$ cat config.mk
export PLATFORM = sky130hd
export DESIGN_NAME = emboss_ram
export DESIGN_NICKNAME = d
export VERILOG_FILES = /design/src/rtl/assert_macros.svh /design/src/rtl/emboss_ram.sv
export SDC_FILE = /design/constraint.sdc
export NUM_CORES = 1
export LEC_CHECK = 0
export BUFFER_PORTS_ARGS = -buffer_cell sky130_fd_sc_hd__buf_2
export CAP_MARGIN = 20
export CELL_PAD_IN_SITES_DETAIL_PLACEMENT = 1
export CELL_PAD_IN_SITES_GLOBAL_PLACEMENT = 1
export CORE_MARGIN = 2
export CORE_UTILIZATION = 55
export DETAILED_ROUTE_END_ITERATION = 10
export PLACE_DENSITY = 0.88
export SYNTH_ARGS = -nofsm -noshare
export SYNTH_HDL_FRONTEND = slang
export SYNTH_SLANG_ARGS = --single-unit
export TNS_END_PERCENT = 1
$ cat constraint.sdc
create_clock -name clock -period 3.3 [get_ports clock]
set_input_delay 0.495 -clock clock [delete_from_list [all_inputs] [get_ports clock]]
set_output_delay 0.495 -clock clock [all_outputs]
set_load 0.005 [all_outputs]
$ cat src/rtl/assert_macros.svh
// ----------------------------------------------------------------------------
// Assertion macros
// Shared concurrent assertion forms, clocked on clock and quiet in reset.
// ----------------------------------------------------------------------------
`ifndef ASSERT_MACROS_SVH
`define ASSERT_MACROS_SVH

// Property must hold at every clock edge outside reset.
`define ASSERT_PROP(label, prop, msg) \
   label: assert property (@(posedge clock) disable iff (reset) prop) \
      else $error(msg);

// Expression must never be true at a clock edge outside reset.
`define ASSERT_NEVER(label, expr, msg) \
   label: assert property (@(posedge clock) disable iff (reset) !(expr)) \
      else $error(msg);

`endif

$ cat src/rtl/emboss_ram.sv
// ----------------------------------------------------------------------------
// emboss_ram
// Simple dual-port RAM: one write port, one read port with registered data.
// ----------------------------------------------------------------------------
module emboss_ram #(
   parameter int WIDTH = 8,
   parameter int DEPTH = 16
) (
   input  logic                     clock,
   input  logic                     wr_en,
   input  logic [$clog2(DEPTH)-1:0] wr_addr,
   input  logic [WIDTH-1:0]         wr_data,
   input  logic                     rd_en,
   input  logic [$clog2(DEPTH)-1:0] rd_addr,
   output logic [WIDTH-1:0]         rd_data
);

   logic [WIDTH-1:0] mem_ff [DEPTH];
   logic [WIDTH-1:0] rd_data_ff;

   // read returns the old contents on a same-address write
   always_ff @(posedge clock) begin
      if (wr_en) begin
         mem_ff[wr_addr] <= wr_data;
      end
      if (rd_en) begin
         rd_data_ff <= mem_ff[rd_addr];
      end
   end

   assign rd_data = rd_data_ff;

endmodule

# ---- Yosys cells after proc, flatten, opt, wreduce, memory -nomap -nowiden
# Memory sizes are Yosys's and may differ from the RTL's. A register that Yosys moved wholly into a read port is not among the register bits.
# Cells that the tools add are included.
# Widths: inputs -> output; s select.
dict set report classes {
  n_mux 2
}
# operator count
set op_table {}
lappend op_table {{$mux 1} 2}
dict set report word_totals {
  mem_bits_rw 128
  in_bits 19
  reg_bits 0
  n_memories 1
  output_inout_bits 8
  word_cells 3
}
# name words width rd rd_ports_with_merged_regs write_ports line
set mem_list {}
lappend mem_list {mem_ff 16 8 1 1 1 emboss_ram.sv:18} ;# logic [WIDTH-1:0] mem_ff [DEPTH];

# ---- Logic depth before layout (Yosys ltp)
# Gate-level depths: netlist (run 1).
dict set report logic_depth {
  ltp_word 2
  ltp_mapped 5
}

# ---- Worst setup path before layout (run 1)
# No wires, ideal clock.
dict set report synth_path {
  path_type {in2reg}
  from {input wr_addr[2]}
  to {memory mem_ff[0][0] (enable)}
  path_slack_ps 1312
  path_stages 2
  required_ps 2917
  arrival_ps 1605
  path_cell_list {or3b_2 > nor3_1}
}
# element line
set synth_rtl {}
lappend synth_rtl {{start, declared} emboss_ram.sv:11} ;# input logic [$clog2(DEPTH)-1:0] wr_addr,
lappend synth_rtl {{end, declared} emboss_ram.sv:18}
# No word-level cell before the write port.

==> impl_metrics.yaml, run 1 <==
yosys:
  ys_ff_latch: 136
  ys.flop_type: "edfxtp_1"
  synth_area_um2: 5230
  yosys_warnings: 0
  avgSynthCellArea_um2: 22.8
  yosys.area.top_type: "edfxtp_1"
  synth_common_cells: "136 x edfxtp_1, 18 x mux4_2, 16 x a22oi_1"
  synth_area_leaders: "edfxtp_1 78%, mux4_2 7.8%, mux4_1 7.0%"
  ys_seq_area_frac: 0.781
  yosysUniqueCellTypes: 18
  syn-num-nets: 248
  synth_edf_count: 136
  synthArstFlopShare: 0
  synth_cells: 229
  synth.top_cell.area_share: 0.781
  yosysMostFrequentCell: "edfxtp_1"
power:
  clkPwrFrac: 0.492
  p_comb_frac: 0.042
  pwr-share-seq: 0.467
  power.switching_w: 0.000809
  peakVddDrop_uv: 412
  p_int_w: 0.00339
  powerDensity_nw_per_um2: 686
  swShare: 0.193
  p_leak_nw: 2.04
sta:
  whs_ps: 361
  slew_viol_final: 0
  finClkSkew_ps: 8.94
  period_minus_slack_ps: 2050
  setup-violations-final: 0
  rsz0062_at_grt: "no"
  final_hold_viol_count: 0
  fin_crit_sh: 0.620
  worst_pin_slew_ps: 1000
  fmax_mhz: 489
  fin_tns_setup_ps: 0
  slew_headroom: 0.328
die:
  start_util: 0.566
  die_area_um2: 10300
  die_w_um: 101
  die_h_um: 101
  core_um2: 9240
  core.rowCount: 35
  pin_count: 27
routing:
  drt_pass1_iterations: 4
  met2_length_um: 5950
  final_antenna_net_count: 0
  drcViolationCount: 0
  drt_wl_total_um: 11500
  highest_layer: "met4"
  m1WireLength_um: 4720
  viasPerCell: 6.05
  routedWlPerCell_um: 28.0
  drt_iter0_markers: 236
  met3WireLength_um: 587
  vias: 2482
cts:
  cts.reportedPaths.clkPinSlew_ps: 60
  root_buffer: "clkbuf_8"
  cts_buffers: 17
  cts_hold_buf: 0
  max-clock-path-buffers: 2
  insertion_delay_ps: 510
  cts_tree: "done"
  htreeDepth: 4
  cts_num_sinks: 136
  cts_resized: 0
  cts_setup_buffers: 0
finish:
  area_growth_pct: 17.1
  regArea_um2: 4080
  multi_input_area_um2: 1060
  drive_above_1_share: 0.285
  fin_area_um2: 6120
  post-route-util: 0.662
  n_antenna_cell: 0
  fillerInstances: 729
  nets: 289
flow_run:
  cap_violations: 0
critical_path:
  crit_buf_inv: 2
  cp_top_family: "buffers and inverters"
  cp_cell_sequence: "buf_2 > buf_4 > mux4_2 > a22oi_1 > nand2_1"
  critPathArrivalTime_ps: 2290
  critPathMaxStageDelay_ps: 530
  end_kind: "register"
  critPathKind: "in2reg"
  start_kind: "input pin"
  slowest_stage: "mux4_2"
  cp_max_fo: 19
  critical_path_required_ps: 3540
global_route:
  grt_pass1_wl_um: 17400
  grt_overflow: 0
  antenna_found_initial: 0
  grt_max_degree: 33
  grt_pass1_vias: 2741
  grt_usage: 0.251
outcome:
  status: "finished, final reports clean"
placement:
  post-dp-hpwl_um: 6810
  gp_routability_congestion: 0.748
  postPlaceCellArea_um2: 5480
  port-buffer-count: 26
hold_path:
  hold_path.class: "in2reg"
sequential cells by signal, indices dropped and copies added (netlist names):
register and count:
mem_ff 128, rd_data 8
per-layer routing:
layer / vias up / GRT usage
met5: - / 0
met4: 0 / 0.127
met3: 22 / 0.0518
met2: 94 / 0.393
met1: 1298 / 0.339
li1: 1068 / -
final timing paths:
path / from / endpoint / slack [ps] / cells past startpoint
worst min-delay path: rd_en / rd_data[1] / 360 / 1
worst max-delay path: rd_addr[0] / rd_data[7] / 1250 / 5
worst min register to register: mem_ff[7][3] / rd_data[3] / 750 / 3
worst max register to register: mem_ff[2][5] / rd_data[5] / 1670 / 3
power groups by stage:
| stage | Clock, W | Sequential, W | Combinational (W) |
|---|---|---|---|
| floorplan | 0 | 0.00199 | 0.0000982 |
| global placement | 0 | 0.00199 | 0.000159 |
| detailed placement | 0 | 0.00199 | 0.000175 |
| CTS | 0.00208 | 0.00196 | 0.000179 |
| global route | 0.00214 | 0.00196 | 0.000190 |
| finish | 0.00206 | 0.00196 | 0.000175 |
stage by stage:
| stage | cells | total power, W | worst slack [ps] |
|---|---|---|---|
| 6_report | 410 | 0.00420 | 1250 |
| 5_1_grt | 410 | 0.00429 | 1150 |
| 4_1_cts | 410 | 0.00422 | 1250 |
| 3_5_place_dp | 380 | 0.00217 | 758 |
| 3_3_place_gp | 380 | 0.00215 | 907 |
| 2_1_floorplan | 229 | 0.00209 | 1310 |
cell type report:
class,count,area share
multi-input cells,83,0.173
repair buffers,32,0.0286
flip-flops and latches,136,0.667
clock inverters,12,0.0368
clock buffers,18,0.0683
well taps,129,0.0264
layout by cell type (no fill, tap or decap), drive strengths merged:
master and n:
a22oi 16, and2 1, and2b 1, buf 32, bufinv 6, clkbuf 18, clkinv 2, clkinvlp 3
edfxtp 136, inv 1, mux4 32, nand2 9, nand2b 2, nand3 1, nand3b 2, nor2 13
nor2b 1, nor3 4, or3b 1
cells by family after synthesis:
group,Yosys count,share of synthesized area
AO/OA/AOI/OAI,16,0.0230
buffers and inverters,10,0.0165
flip-flops,136,0.781
multiplexers,32,0.148
AND/OR/NAND/NOR,35,0.0314
Power figures use the tool's default switching activity.
==> run 2: changes to the inputs <==
--- a/config.mk
+++ b/config.mk
@@ -5,14 +5,15 @@
 export SDC_FILE = /design/constraint.sdc
 export NUM_CORES = 1
 export LEC_CHECK = 0
+export ABC_AREA = 1
 export BUFFER_PORTS_ARGS = -buffer_cell sky130_fd_sc_hd__buf_2
 export CAP_MARGIN = 20
 export CELL_PAD_IN_SITES_DETAIL_PLACEMENT = 1
 export CELL_PAD_IN_SITES_GLOBAL_PLACEMENT = 1
 export CORE_MARGIN = 2
-export CORE_UTILIZATION = 55
+export CORE_UTILIZATION = 44
 export DETAILED_ROUTE_END_ITERATION = 10
-export PLACE_DENSITY = 0.88
+export PLACE_DENSITY = 0.83
 export SYNTH_ARGS = -nofsm -noshare
 export SYNTH_HDL_FRONTEND = slang
 export SYNTH_SLANG_ARGS = --single-unit
==> constraint.sdc (replaced) <==
create_clock -name clock -period 1.8 [get_ports clock]
set_input_delay 0.27 -clock clock [delete_from_list [all_inputs] [get_ports clock]]
set_output_delay 0.27 -clock clock [all_outputs]
set_load 0.005 [all_outputs]
==> run 2 against run 1 <==
Non-clock buffer count up 14. Via count is 65% higher. Synthesized area rose by 12%. Wire length grew 43%. Worst setup slack lost 740 ps. Final area increased by 11%. Core utilization decreased by 14 points. Critical path type is now reg2out. Critical endpoint is now rd_data[2]. Largest cell class unchanged.
==> impl_metrics.yaml, run 2 <==
finish:
  drive_above_1_share: 0.121
  post-route-util: 0.518
  nets: 611
  n_antenna_cell: 0
  final_common_cell: "nand2_1"
  area_growth_pct: 15.9
  largest_register_ffs: 128
  regMostFlops: "mem_ff"
  layout_common_cells: "173 x nand2_1, 136 x edfxtp_1, 100 x inv_1, 97 x nand3_1, 26 x buf_2"
die:
  core.rowCount: 42
  core_um2: 13100
  pin_count: 27
  die_area_um2: 14200
  die_w_um: 119
  die_h_um: 119
  start_util: 0.447
critical_path:
  end_kind: "primary output"
  crit_buf_inv: 1
  cp_cell_sequence: "buf_2"
  critPathKind: "reg2out"
  crit_cells: 1
  start_kind: "register"
  endpoint: "rd_data[2]"
  rr_endpoint: "rd_data[7]"
  critPathArrivalTime_ps: 1020
  r2r_start: "mem_ff[15][7]"
  critical_path_required_ps: 1530
  worstSetupStartpoint: "rd_data[2]"
  slowest_stage: "edfxtp_1"
  cp_top_family: "flip-flops"
  reg2reg_slack_ps: 560
  reg2regPathDepth: 6
  critPathMaxStageDelay_ps: 430
  cp_max_fo: 1
routing:
  drt_iter0_markers: 285
  final_antenna_net_count: 0
  drcViolationCount: 0
  drt_pass1_iterations: 5
  vias: 4089
  drt_wl_total_um: 16400
  viasPerCell: 5.24
  routedWlPerCell_um: 21.0
hold_path:
  min_delay_path_depth: 1
  hold_path.class: "in2reg"
global_route:
  grt_pass1_wl_um: 25400
  grt_overflow: 0
  grt_pass1_vias: 4455
  grt_max_degree: 65
  grt_usage: 0.247
  antenna_found_initial: 0
sta:
  fin_tns_setup_ps: 0
  fmax_mhz: 774
  period_minus_slack_ps: 1290
  final_hold_viol_count: 0
  slew_viol_final: 0
  rsz0062_at_grt: "no"
  fin_crit_sh: 0.717
  worst_pin_slew_ps: 669
  finClkSkew_ps: 10.0
  slew_headroom: 0.553
  setup-violations-final: 0
cts:
  cts.reportedPaths.clkPinSlew_ps: 60
  cts_buffers: 17
  cts_num_sinks: 136
  htreeDepth: 4
  cts_hold_buf: 0
  cts_tree: "done"
  insertion_delay_ps: 430
  max-clock-path-buffers: 2
  root_buffer: "clkbuf_16"
  cts_resized: 0
  cts_setup_buffers: 0
yosys:
  synth_area_um2: 5850
  synth_common_cells: "173 x nand2_1, 136 x edfxtp_1, 100 x inv_1"
  yosys_warnings: 0
  synth.top_cell.area_share: 0.698
  ys_ff_latch: 136
  synth_cells: 551
  avgSynthCellArea_um2: 10.6
  yosysMostFrequentCell: "nand2_1"
  yosys.area.top_type: "edfxtp_1"
  yosysUniqueCellTypes: 11
  synth_area_leaders: "edfxtp_1 70%, nand2_1 11%, nand3_1 8.3%"
  syn-num-nets: 570
  ys_seq_area_frac: 0.698
  synth_edf_count: 136
  ys.flop_type: "edfxtp_1"
  synthArstFlopShare: 0
placement:
  port-buffer-count: 26
  post-dp-hpwl_um: 9910
  gp_routability_congestion: 0.782
power:
  p_leak_nw: 2.92
  powerDensity_nw_per_um2: 1100
  peakVddDrop_uv: 739
outcome:
  status: "finished, final reports clean"
flow_run:
  cap_violations: 0
-- run 2: report_power, final --
part           total (W)  leakage [nW]  switching [W]  internal (W)
clock            0.00342         0.277        0.00128       0.00214
sequential       0.00360          1.24      0.0000256       0.00357
combinational   0.000459          1.41       0.000334      0.000124
total            0.00748          2.92        0.00164       0.00584
-- run 2: how the worst min path moves through the flow --
stage                          start            to
after floorplan           wr_data[0]  mem_ff[0][0]
after global placement         rd_en    rd_data[5]
after detailed placement       rd_en    rd_data[5]
after CTS                      rd_en    rd_data[3]
after global routing           rd_en    rd_data[3]
final                          rd_en    rd_data[3]
-- run 2: metrics by stage --
step	total power [W]	instance area (um2)	hold slack, ps	setup slack [ps]	instances
6_report	0.00748	6780	219	509	781
5_1_grt	0.00769	6780	208	503	781
4_1_cts	0.00752	6780	201	492	781
3_5_place_dp	0.00411	6210	650	185	749
3_3_place_gp	0.00407	6210	645	260	749
2_1_floorplan	0.00390	5850	369	579	551
-- run 2: area by class of cell --
cell class,instances,area (um2)
Clock inverter,12,133
Inverter,102,383
Sequential cell,136,4080
Fill cell,1404,6310
Timing Repair Buffer,46,305
Multi-Input combinational cell,289,1210
Clock buffer,20,437
Tap cell,176,220
-- run 2: logic make-up after synthesis --
| family | count (synthesis) | synth area share |
|---|---|---|
| DFF | 136 | 0.698 |
| and+or+nand+nor | 289 | 0.208 |
| buffers and inverters | 126 | 0.0939 |
-- run 2: routing by layer --
| metal | wire length, um | global-route usage | vias up |
|---|---|---|---|
| met1 | 6540 | 0.302 | 2048 |
| li1 | - | - | 1860 |
| met2 | 8480 | 0.420 | 151 |
| met5 | 0 | 0 | - |
| met4 | 468 | 0.112 | 0 |
| met3 | 934 | 0.0546 | 30 |
-- run 2: worst register-to-register path, delay by kind of cell, from the launching register on --
kind	cells	cell delay, ps
buf+inv	1	80
flops	1	350
simple gates	5	550
